File: config.mk
export PLATFORM = sky130hd
export DESIGN_NAME = over_temperature_monitor_unit
export DESIGN_NICKNAME = d
export VERILOG_FILES = /design/src/rtl/otm_pkg.sv /design/src/rtl/otm_cfg.sv /design/src/rtl/otm_convert.sv /design/src/rtl/otm_track.sv /design/src/rtl/over_temperature_monitor_unit.sv
export SDC_FILE = /design/constraint.sdc
export NUM_CORES = 1
export LEC_CHECK = 0
export BUFFER_PORTS_ARGS = -buffer_cell sky130_fd_sc_hd__buf_4
export CAP_MARGIN = 20
export CELL_PAD_IN_SITES_DETAIL_PLACEMENT = 1
export CELL_PAD_IN_SITES_GLOBAL_PLACEMENT = 2
export CORE_MARGIN = 3
export CORE_UTILIZATION = 41
export CTS_BUF_LIST = sky130_fd_sc_hd__clkbuf_16
export CTS_CLUSTER_DIAMETER = 80
export DETAILED_ROUTE_END_ITERATION = 10
export PLACE_DENSITY = 0.89
export REMOVE_ABC_BUFFERS = 1
export SYNTH_ARGS = -nofsm -noshare
export SYNTH_HDL_FRONTEND = slang
export SYNTH_SLANG_ARGS = --single-unit
File: constraint.sdc
create_clock -name clk_i -period 10.1 [get_ports clk_i]
set_input_delay 2.02 -clock clk_i [delete_from_list [all_inputs] [get_ports clk_i]]
set_output_delay 2.02 -clock clk_i [all_outputs]
set_load 0.1 [all_outputs]
File: src/rtl/otm_pkg.sv
// shared types, constants and register codes of the over-temperature monitor
`default_nettype none

package otm_pkg;

  localparam int unsigned SAMPLE_BITS_DEF = 12;

  localparam int unsigned PERIOD_W   = 16;
  localparam int unsigned GAIN_W     = 16;
  localparam int unsigned DEG_W      = 8;
  localparam int unsigned COUNT_W    = 4;
  localparam int unsigned DELAY_W    = 17;
  localparam int unsigned AGE_W      = 18;
  localparam int unsigned LEVEL_W    = 2;
  localparam int unsigned INDEX_W    = 3;
  localparam int unsigned CFG_DATA_W = 17;

  localparam int unsigned OUT_W       = 1 + DEG_W + LEVEL_W + 1 + 1;
  localparam int unsigned OUT_TDATA_W = ((OUT_W + 7) / 8) * 8;

  localparam logic [PERIOD_W-1:0] PERIOD_RST    = 16'd50;
  localparam logic [GAIN_W-1:0]   GAIN_RST      = 16'd5280;
  localparam logic [DEG_W-1:0]    THRESHOLD_RST = 8'd50;
  localparam logic [COUNT_W-1:0]  COUNT_RST     = 4'd5;
  localparam logic [DELAY_W-1:0]  DELAY_RST     = 17'd10000;

  localparam logic [DEG_W-1:0] WARN_LIMIT = 8'd35;
  localparam logic [DEG_W-1:0] CRIT_LIMIT = 8'd50;
  localparam logic [DEG_W-1:0] DEG_MAX    = 8'hFF;
  localparam logic [AGE_W-1:0] AGE_MAX    = '1;

  typedef enum logic [INDEX_W-1:0] {
    REG_PERIOD    = 3'd0,
    REG_GAIN      = 3'd1,
    REG_THRESHOLD = 3'd2,
    REG_COUNT     = 3'd3,
    REG_DELAY     = 3'd4
  } reg_index_e;

  typedef enum logic [LEVEL_W-1:0] {
    LEVEL_BLANK    = 2'd0,
    LEVEL_WARNING  = 2'd1,
    LEVEL_CRITICAL = 2'd2
  } level_e;

  typedef struct packed {
    logic [PERIOD_W-1:0] period;
    logic [GAIN_W-1:0]   gain;
    logic [DEG_W-1:0]    threshold;
    logic [COUNT_W-1:0]  count_needed;
    logic [DELAY_W-1:0]  delay;
  } cfg_t;

  typedef struct packed {
    logic             sampled;
    logic [DEG_W-1:0] temperature;
    level_e           level;
    logic             alert;
    logic             critical;
  } result_t;

endpackage

`default_nettype wire

File: src/rtl/otm_cfg.sv
// configuration register file of the over-temperature monitor
`default_nettype none

module otm_cfg (
  input  wire logic                              clk_i,
  input  wire logic                              rst_ni,
  input  wire logic                              cfg_wr_en_i,
  input  wire logic [otm_pkg::INDEX_W-1:0]       cfg_index_i,
  input  wire logic [otm_pkg::CFG_DATA_W-1:0]    cfg_data_i,
  output otm_pkg::cfg_t                          cfg_o
);
  import otm_pkg::*;

  cfg_t cfg_q, cfg_d;

  always_comb begin
    cfg_d = cfg_q;
    if (cfg_wr_en_i) begin
      unique case (reg_index_e'(cfg_index_i))
        REG_PERIOD:    cfg_d.period       = cfg_data_i[PERIOD_W-1:0];
        REG_GAIN:      cfg_d.gain         = cfg_data_i[GAIN_W-1:0];
        REG_THRESHOLD: cfg_d.threshold    = cfg_data_i[DEG_W-1:0];
        REG_COUNT:     cfg_d.count_needed = cfg_data_i[COUNT_W-1:0];
        REG_DELAY:     cfg_d.delay        = cfg_data_i[DELAY_W-1:0];
        default:       cfg_d = cfg_q;
      endcase
    end
  end

  always_ff @(posedge clk_i or negedge rst_ni) begin
    if (!rst_ni) begin
      cfg_q.period       <= PERIOD_RST;
      cfg_q.gain         <= GAIN_RST;
      cfg_q.threshold    <= THRESHOLD_RST;
      cfg_q.count_needed <= COUNT_RST;
      cfg_q.delay        <= DELAY_RST;
    end else begin
      cfg_q <= cfg_d;
    end
  end

  assign cfg_o = cfg_q;

endmodule

`default_nettype wire

File: src/rtl/otm_convert.sv
// raw sample to whole degrees and message level
`default_nettype none

module otm_convert #(
  parameter int unsigned SAMPLE_BITS = otm_pkg::SAMPLE_BITS_DEF
) (
  input  wire logic [SAMPLE_BITS-1:0]       sample_i,
  input  wire logic [otm_pkg::GAIN_W-1:0]   gain_i,
  output logic [otm_pkg::DEG_W-1:0]         deg_o,
  output otm_pkg::level_e                   level_o
);
  import otm_pkg::*;

  localparam int unsigned PROD_W = SAMPLE_BITS + GAIN_W;

  logic [PROD_W-1:0]      prod;
  logic [SAMPLE_BITS-1:0] deg_full;

  assign prod     = PROD_W'(sample_i) * PROD_W'(gain_i);
  assign deg_full = prod[PROD_W-1:GAIN_W];

  // saturate to the 8-bit degree range
  assign deg_o = (deg_full > SAMPLE_BITS'(DEG_MAX)) ? DEG_MAX : deg_full[DEG_W-1:0];

  always_comb begin
    if (deg_o >= CRIT_LIMIT) begin
      level_o = LEVEL_CRITICAL;
    end else if (deg_o >= WARN_LIMIT) begin
      level_o = LEVEL_WARNING;
    end else begin
      level_o = LEVEL_BLANK;
    end
  end

endmodule

`default_nettype wire

File: src/rtl/otm_track.sv
// read scheduling, hot-run persistence, alert and critical state
`default_nettype none

module otm_track (
  input  wire logic                          clk_i,
  input  wire logic                          rst_ni,
  input  wire logic                          step_i,
  input  wire otm_pkg::cfg_t                 cfg_i,
  input  wire logic [otm_pkg::DEG_W-1:0]     deg_i,
  input  wire otm_pkg::level_e               level_i,
  output otm_pkg::result_t                   result_o
);
  import otm_pkg::*;

  logic [PERIOD_W-1:0] ticks_q, ticks_d;
  logic [COUNT_W-1:0]  count_q, count_d;
  logic                alert_q, alert_d;
  logic                crit_q, crit_d;
  logic [AGE_W-1:0]    age_q, age_d;
  logic [DEG_W-1:0]    temp_q, temp_d;
  level_e              level_q, level_d;

  logic             read;
  logic             hot;
  logic [AGE_W-1:0] age_inc;

  assign read    = (ticks_q == '0);
  assign hot     = (deg_i >= cfg_i.threshold);
  assign age_inc = (alert_q && (age_q != AGE_MAX)) ? age_q + 1'b1 : age_q;

  always_comb begin
    ticks_d = ticks_q - 1'b1;
    count_d = count_q;
    alert_d = alert_q;
    crit_d  = crit_q;
    age_d   = age_inc;
    temp_d  = temp_q;
    level_d = level_q;
    if (read) begin
      ticks_d = cfg_i.period;
      temp_d  = deg_i;
      level_d = level_i;
      if (hot) begin
        if (count_q < cfg_i.count_needed) begin
          count_d = count_q + 1'b1;
        end
        if ((count_d >= cfg_i.count_needed) && !alert_q) begin
          alert_d = 1'b1;
          age_d   = '0;
        end
        if (alert_d && (age_d > AGE_W'(cfg_i.delay))) begin
          crit_d = 1'b1;
        end
      end else begin
        count_d = '0;
        alert_d = 1'b0;
        crit_d  = 1'b0;
      end
    end
  end

  always_ff @(posedge clk_i or negedge rst_ni) begin
    if (!rst_ni) begin
      ticks_q <= PERIOD_RST;
      count_q <= '0;
      alert_q <= 1'b0;
      crit_q  <= 1'b0;
      age_q   <= '0;
      temp_q  <= '0;
      level_q <= LEVEL_BLANK;
    end else if (step_i) begin
      ticks_q <= ticks_d;
      count_q <= count_d;
      alert_q <= alert_d;
      crit_q  <= crit_d;
      age_q   <= age_d;
      temp_q  <= temp_d;
      level_q <= level_d;
    end
  end

  assign result_o.sampled     = read;
  assign result_o.temperature = temp_d;
  assign result_o.level       = level_d;
  assign result_o.alert       = alert_d;
  assign result_o.critical    = crit_d;

endmodule

`default_nettype wire

File: src/rtl/over_temperature_monitor_unit.sv
// over-temperature monitor: one tick per request, result per tick
// throughput: one tick per cycle while the master side takes results;
// the sample register holds the tick and feeds one multiply, compares and
// state update that close into the result register
// reset: read counter loads 50, hot count, alert, critical, age and last
// reading clear, configuration registers take their default values
`default_nettype none

module over_temperature_monitor_unit #(
  parameter int unsigned SAMPLE_BITS = otm_pkg::SAMPLE_BITS_DEF,
  localparam int unsigned IN_TDATA_W = ((SAMPLE_BITS + 7) / 8) * 8
) (
  input  wire logic                              clk_i,
  input  wire logic                              rst_ni,
  input  wire logic                              cfg_wr_en_i,
  input  wire logic [otm_pkg::INDEX_W-1:0]       cfg_index_i,
  input  wire logic [otm_pkg::CFG_DATA_W-1:0]    cfg_data_i,
  input  wire logic                              s_axis_tvalid,
  output logic                                   s_axis_tready,
  // adc_sample
  input  wire logic [IN_TDATA_W-1:0]             s_axis_tdata,
  output logic                                   m_axis_tvalid,
  input  wire logic                              m_axis_tready,
  // sampled, temperature_deg, message_level, alert_flag, critical_flag
  output logic [otm_pkg::OUT_TDATA_W-1:0]        m_axis_tdata
);
  import otm_pkg::*;

  localparam int unsigned PAD_W = OUT_TDATA_W - OUT_W;

  cfg_t                   cfg;
  logic                   in_valid_q;
  logic [SAMPLE_BITS-1:0] in_sample_q;
  logic                   out_valid_q;
  result_t                out_result_q;
  logic                   advance;
  logic                   step;
  logic [DEG_W-1:0]       deg;
  level_e                 level;
  result_t                result;

  otm_cfg u_cfg (
    .clk_i       (clk_i),
    .rst_ni      (rst_ni),
    .cfg_wr_en_i (cfg_wr_en_i),
    .cfg_index_i (cfg_index_i),
    .cfg_data_i  (cfg_data_i),
    .cfg_o       (cfg)
  );

  otm_convert #(
    .SAMPLE_BITS (SAMPLE_BITS)
  ) u_convert (
    .sample_i (in_sample_q),
    .gain_i   (cfg.gain),
    .deg_o    (deg),
    .level_o  (level)
  );

  otm_track u_track (
    .clk_i    (clk_i),
    .rst_ni   (rst_ni),
    .step_i   (step),
    .cfg_i    (cfg),
    .deg_i    (deg),
    .level_i  (level),
    .result_o (result)
  );

  assign advance       = !out_valid_q || m_axis_tready;
  assign step          = in_valid_q && advance;
  assign s_axis_tready = !in_valid_q || advance;

  always_ff @(posedge clk_i or negedge rst_ni) begin
    if (!rst_ni) begin
      in_valid_q  <= 1'b0;
      out_valid_q <= 1'b0;
    end else begin
      if (s_axis_tvalid && s_axis_tready) begin
        in_valid_q <= 1'b1;
      end else if (advance) begin
        in_valid_q <= 1'b0;
      end
      if (advance) begin
        out_valid_q <= in_valid_q;
      end
    end
  end

  always_ff @(posedge clk_i) begin
    if (s_axis_tvalid && s_axis_tready) begin
      in_sample_q <= s_axis_tdata[SAMPLE_BITS-1:0];
    end
    if (step) begin
      out_result_q <= result;
    end
  end

  assign m_axis_tvalid = out_valid_q;
  assign m_axis_tdata  = {PAD_W'(0), out_result_q.critical, out_result_q.alert,
                          out_result_q.level, out_result_q.temperature,
                          out_result_q.sampled};

`ifndef SYNTH
  assert property (@(posedge clk_i) disable iff (!rst_ni)
    m_axis_tvalid && out_result_q.critical |-> out_result_q.alert)
    else $error("critical result without alert");

  assert property (@(posedge clk_i) disable iff (!rst_ni)
    !s_axis_tready |-> m_axis_tvalid && !m_axis_tready && in_valid_q)
    else $error("input stalled without a blocked result");

  assert property (@(posedge clk_i) disable iff (!rst_ni)
    m_axis_tvalid |-> out_result_q.level != 2'd3)
    else $error("undefined message level");
`endif

endmodule

`default_nettype wire

# == Word level (Yosys, flattened, before mapping) ==
# Cells that the tools add are included.
# totals
wordCells,81
inputBits,41
register_bits,138
out_inout_bits,18
# op_classes
add_sub_neg,3
muxes,26
n_reduce_logical,19
n_lt_le_gt_ge,7
mul,1
n_eq_ne,5
# ops
operator,n
18-bit two-way mux,6
12-bit by 16-bit multiplier with 28-bit output,1
18-bit by 1-bit adder with 18-bit output (second input constant),1
18-bit by 17-bit greater-than comparator with 1-bit output,1
18-bit != test (second input constant),1
8-bit by 6-bit greater-or-equal comparator with 1-bit output (second input constant),2
16-bit logical NOT,1
16-bit two-way mux,1
4-bit two-way mux,4
8-bit two-way mux,2
16-bit by 1-bit subtractor with 16-bit output (second input constant),1
12-bit by 8-bit greater-than comparator with 1-bit output (second input constant),1
2-bit AND reduction,6
1-bit two-way mux,11
8-bit greater-or-equal comparator,1
3-bit by 2-bit == test with 1-bit output (second input constant),2
1-bit logical AND,5
4-bit by 1-bit adder with 4-bit output (second input constant),1
4-bit greater-or-equal comparator,1
4-bit less-than comparator,1
2-bit two-way mux,2
3-bit by 1-bit == test with 1-bit output (second input constant),1
3-bit == test (second input constant),1
1-bit logical NOT,3
3 further kinds,4

# == Logic depth before layout (Yosys ltp) ==
# logic_depth
ltp_word,16
mapped_depth,31
mapped_depth_nobuf,29

# == Hierarchy ==
# From an unflattened synthesis, not the netlist that was laid out.
# unflattened
hier_cells,1456
hier_area_um2,13558.0
# by_module_without_submodules
module,cells_per_inst,area_per_inst_um2,seq_area_each_um2,instances
otm_convert,788,6397.4,0.0,1
otm_track,498,3906.2,1255.0,1
otm_cfg,133,2373.5,1547.7,1
over_temperature_monitor_unit,37,880.8,800.8,1

# == Worst setup path after synthesis ==
# OpenSTA, ideal clock, no wires.
# synth_timing
kind,register to register
startpoint,reg u_cfg.cfg_q (netlist bit u_cfg.cfg_o[36])
endpoint,"reg out_result_q (netlist bit m_axis_tdata[11]), data pin"
n_path_buf,3
required_ns,9.830
setup_ns,0.270
arrival_ns,7.524
slack_ns,2.306
period_less_slack_ns,7.794
stages_incl_launch_ff,30
cell_sequence,dfstp_2 -> clkbuf_1 -> and2_1 -> fa_1 -> fa_1 -> fa_1 -> fa_1 -> inv_1 -> fa_1 -> inv_1 -> ha_1 -> buf_6 -> nand4_2 -> a2111oi_4 -> o31ai_2 -> a21oi_2 -> nor3b_2 -> xnor2_1 -> nor4_4 -> and2_1 -> ha_1 -> nand2b_1 -> a21o_1 -> a21o_1 -> a21o_1 -> a21o_1 -> a2111oi_4 -> or2_2 -> clkbuf_1 -> a21oi_1
# synth_lines
item,line_no,rtl
from (decl),otm_cfg.sv:14,"cfg_t cfg_q, cfg_d;"
from (signal assigned),otm_cfg.sv:38,cfg_q <= cfg_d;
to (signal assigned),over_temperature_monitor_unit.sv:95,out_result_q <= result;
to (decl),over_temperature_monitor_unit.sv:35,result_t out_result_q;

==> impl_metrics.yaml <==
sta:
  max_freq_mhz: 116
  worst_slack_ns: 1.45
  fin_worst_skew_ns: 0.0174
  slew-limit-headroom_pct: 39.1
  rsz0062_at_grt: "false"
  min_period_ns: 8.65
  fin_setup_tns_ns: 0
  fin_crit_sh_pct: 85.7
  finalSetupViolCount: 0
  finalHoldViolations: 0
  finalMaxSlewViolations: 0
  worstMarginPinSlew_ns: 0.913
cts:
  post_cts_buffers: 0
  cts.sink_count: 138
  clk_latency_ns: 0.44
  cts_tree: "done"
  cts-hold-fix-buffers: 0
  cts_resized: 0
  cts-htree-levels: 4
  path_clk_slew_ns: 0.07
  clk_path_buf_depth: 2
  cts-root-buf: "clkbuf_16"
  cts_made_buffers: 17
place:
  place_ws_ns: 1.36
  place_congestion: 0.804
  dp_hpwl_mm: 26.1
  port_buffers: 51
  post_dp_cell_area_um2: 13900
drt:
  wl_per_cell_um: 18.2
  wl_mm: 33.9
  viasPerCell: 5.35
  drtIter0Drc: 478
  drc: 0
  firstDrtPassIters: 4
  num_vias: 9960
  antenna_left: 0
worst_setup_path:
  crit_path_end_kind: "flop"
  worstPathArrival_ns: 8.80
  cp.required_ns: 10.25
  crit_type: "flop to flop"
  start_kind: "flop"
  crit_fanout: 16
status:
  status: "finished clean"
grt:
  grt_max_degree: 63
  grt_pass1_vias: 11078
  grt_pass1_wl_mm: 56.9
  grt_overflow: 0
  grt_use_total_pct: 20.9
  antenna_found_initial: 0
synthesis:
  ys_async_sr_fraction_pct: 81.9
  yosys_warnings: 0
  yosys.area.top_type: "fa_1"
  ys_seq_elements: 138
  yosysSeqAreaShare_pct: 27.3
  avgSynthCellArea_um2: 9.26
  netlist.area_leader.share_pct: 21.1
  synth_edf_count: 25
  synth_area_leaders: "fa_1, dfrtp_1, ha_1, inv_1, nand2_1"
  ys_types: 85
  syn_inst: 1427
  ys.flop_type: "dfrtp_1"
  syn_area_um2: 13200
finish:
  multi_input_area_um2: 8540
  ff_latch_area_um2: 3600
  final_util_pct: 45.8
  fillCellCount: 3685
  design_area_um2: 14500
  drive_gt1_share_pct: 12.6
  nets: 1726
  final_cell_mix: "inv_1, nand2_1, fa_1"
  layout_commonest_cell: "inv_1"
  antenna_cells: 0
  areaGrowthSynthToFinish_pct: 9.75
floorplan:
  dieArea_um2: 34400
  core-area_um2: 31600
  start_util_pct: 41.8
  rows: 65
  die_h_um: 186
  chipWidth_um: 186
  ios: 59
hold_path:
  hold_path.class: "flop to flop"
job:
  drv_cap: 0
## layout make-up
type                       count  area share [%]
sequential                   138            24.8
tap                          402            3.47
clock inverter                15            1.04
clock buffer                  17            2.93
timing repair buffer          61            3.18
inverter                     219            5.67
multi-input combinational   1011            58.9
## synth_stat cells (3+ instances only)
master      n
nand4b_1    3
dfstp_2    20
mux2_2     40
clkbuf_1   49
nor3b_1     4
nand2_1   211
edfxtp_1   25
nand3_1    23
o21ai_0    69
nand2b_1   12
ha_1       98
or2_1       3
xnor2_1    14
or3_1       5
a31oi_1    18
a21oi_1    59
dfrtp_1    93
nor4_1      3
o31ai_1     7
a21o_1     21
nor2_1     65
nor2b_1     3
buf_6       3
and3_1     10
a211oi_1    5
o211ai_1    4
nor3_1     30
buf_4       3
a22o_1      3
a22oi_1     3
xor2_1     10
or2_2       5
or4_1       4
a21oi_2     3
and2_1     68
inv_1     218
buf_2       5
o21a_1      3
nand4_1     8
fa_1      139
## cells by family after synthesis
group,share of synthesized area (%)
compound gates,11.4
mux,3.41
fa+ha+maj,30.3
other cells,0.0284
simple gates,17.7
xor+xnor,1.59
buf+inv,8.26
flops,27.3
## worst max-delay path, stage by stage, from the launching register on
cell       delay (ns)
edfxtp_1         0.85
nand2_1          0.17
fa_1             0.49
fa_1             0.52
inv_1            0.05
fa_1             0.47
fa_1             0.54
inv_1            0.06
fa_1             0.53
inv_1            0.04
ha_1             0.51
nand4_2          0.27
a2111oi_4        0.40
o31ai_2          0.19
a21oi_2          0.18
nor3b_2          0.06
xnor2_1          0.16
nor4_4           0.67
and2_1           0.23
ha_1             0.22
nand2b_1         0.13
a21o_1           0.18
a21o_1           0.18
a21o_1           0.17
a21o_1           0.20
a2111oi_4        0.52
or2_2            0.28
a21oi_1          0.09
## state kept, by name, summed over array words and instances, names as in the netlist
register / cells
u_track.age_q: 18
u_track.level_q: 2
in_sample_q: 12
u_track.alert_q: 1
u_track.crit_q: 1
u_cfg.cfg_o: 61
in_valid_q: 1
u_track.count_q: 4
m_axis_tdata: 13
m_axis_tvalid: 1
u_track.temp_q: 8
u_track.ticks_q: 16
## path summary, 6_finish.rpt
kind / start / end / slack, ns / cells after the start
worst min-delay path: u_cfg.cfg_o[54] / u_track.ticks_q[9] / 0.49 / 2
worst max-delay path: in_sample_q[3] / m_axis_tdata[11] / 1.45 / 27
min in group asynchronous: rst_ni / u_track.age_q[13] / 1.63 / 1
worst min register to register: u_cfg.cfg_o[54] / u_track.ticks_q[9] / 0.49 / 2
max in group asynchronous: rst_ni / u_track.ticks_q[12] / 7.19 / 2
worst max register to register: in_sample_q[3] / m_axis_tdata[11] / 1.45 / 27
## layer usage
metal / vias up / GRT usage [%] / part of all wire [%]
met2: 103 / 38.6 / 53
li1: 4696 / - / -
met1: 5116 / 25.8 / 43
met5: - / 0 / 0
met4: 0 / 5.97 / 2.0
met3: 45 / 2.42 / 2.0
## metrics by stage
| step | std cells | hold slack (ns) |
|---|---|---|
| floorplan | 1368 | 0.445 |
| detailed placement | 1830 | 0.482 |
| CTS | 1862 | 0.498 |
| global placement | 1830 | 0.465 |
| global route | 1863 | 0.530 |
| finish | 1863 | 0.490 |
Power is left out: the tool's default activity adds up to more than one toggle a clock period on the data nets, which glitch-free logic cannot reach.
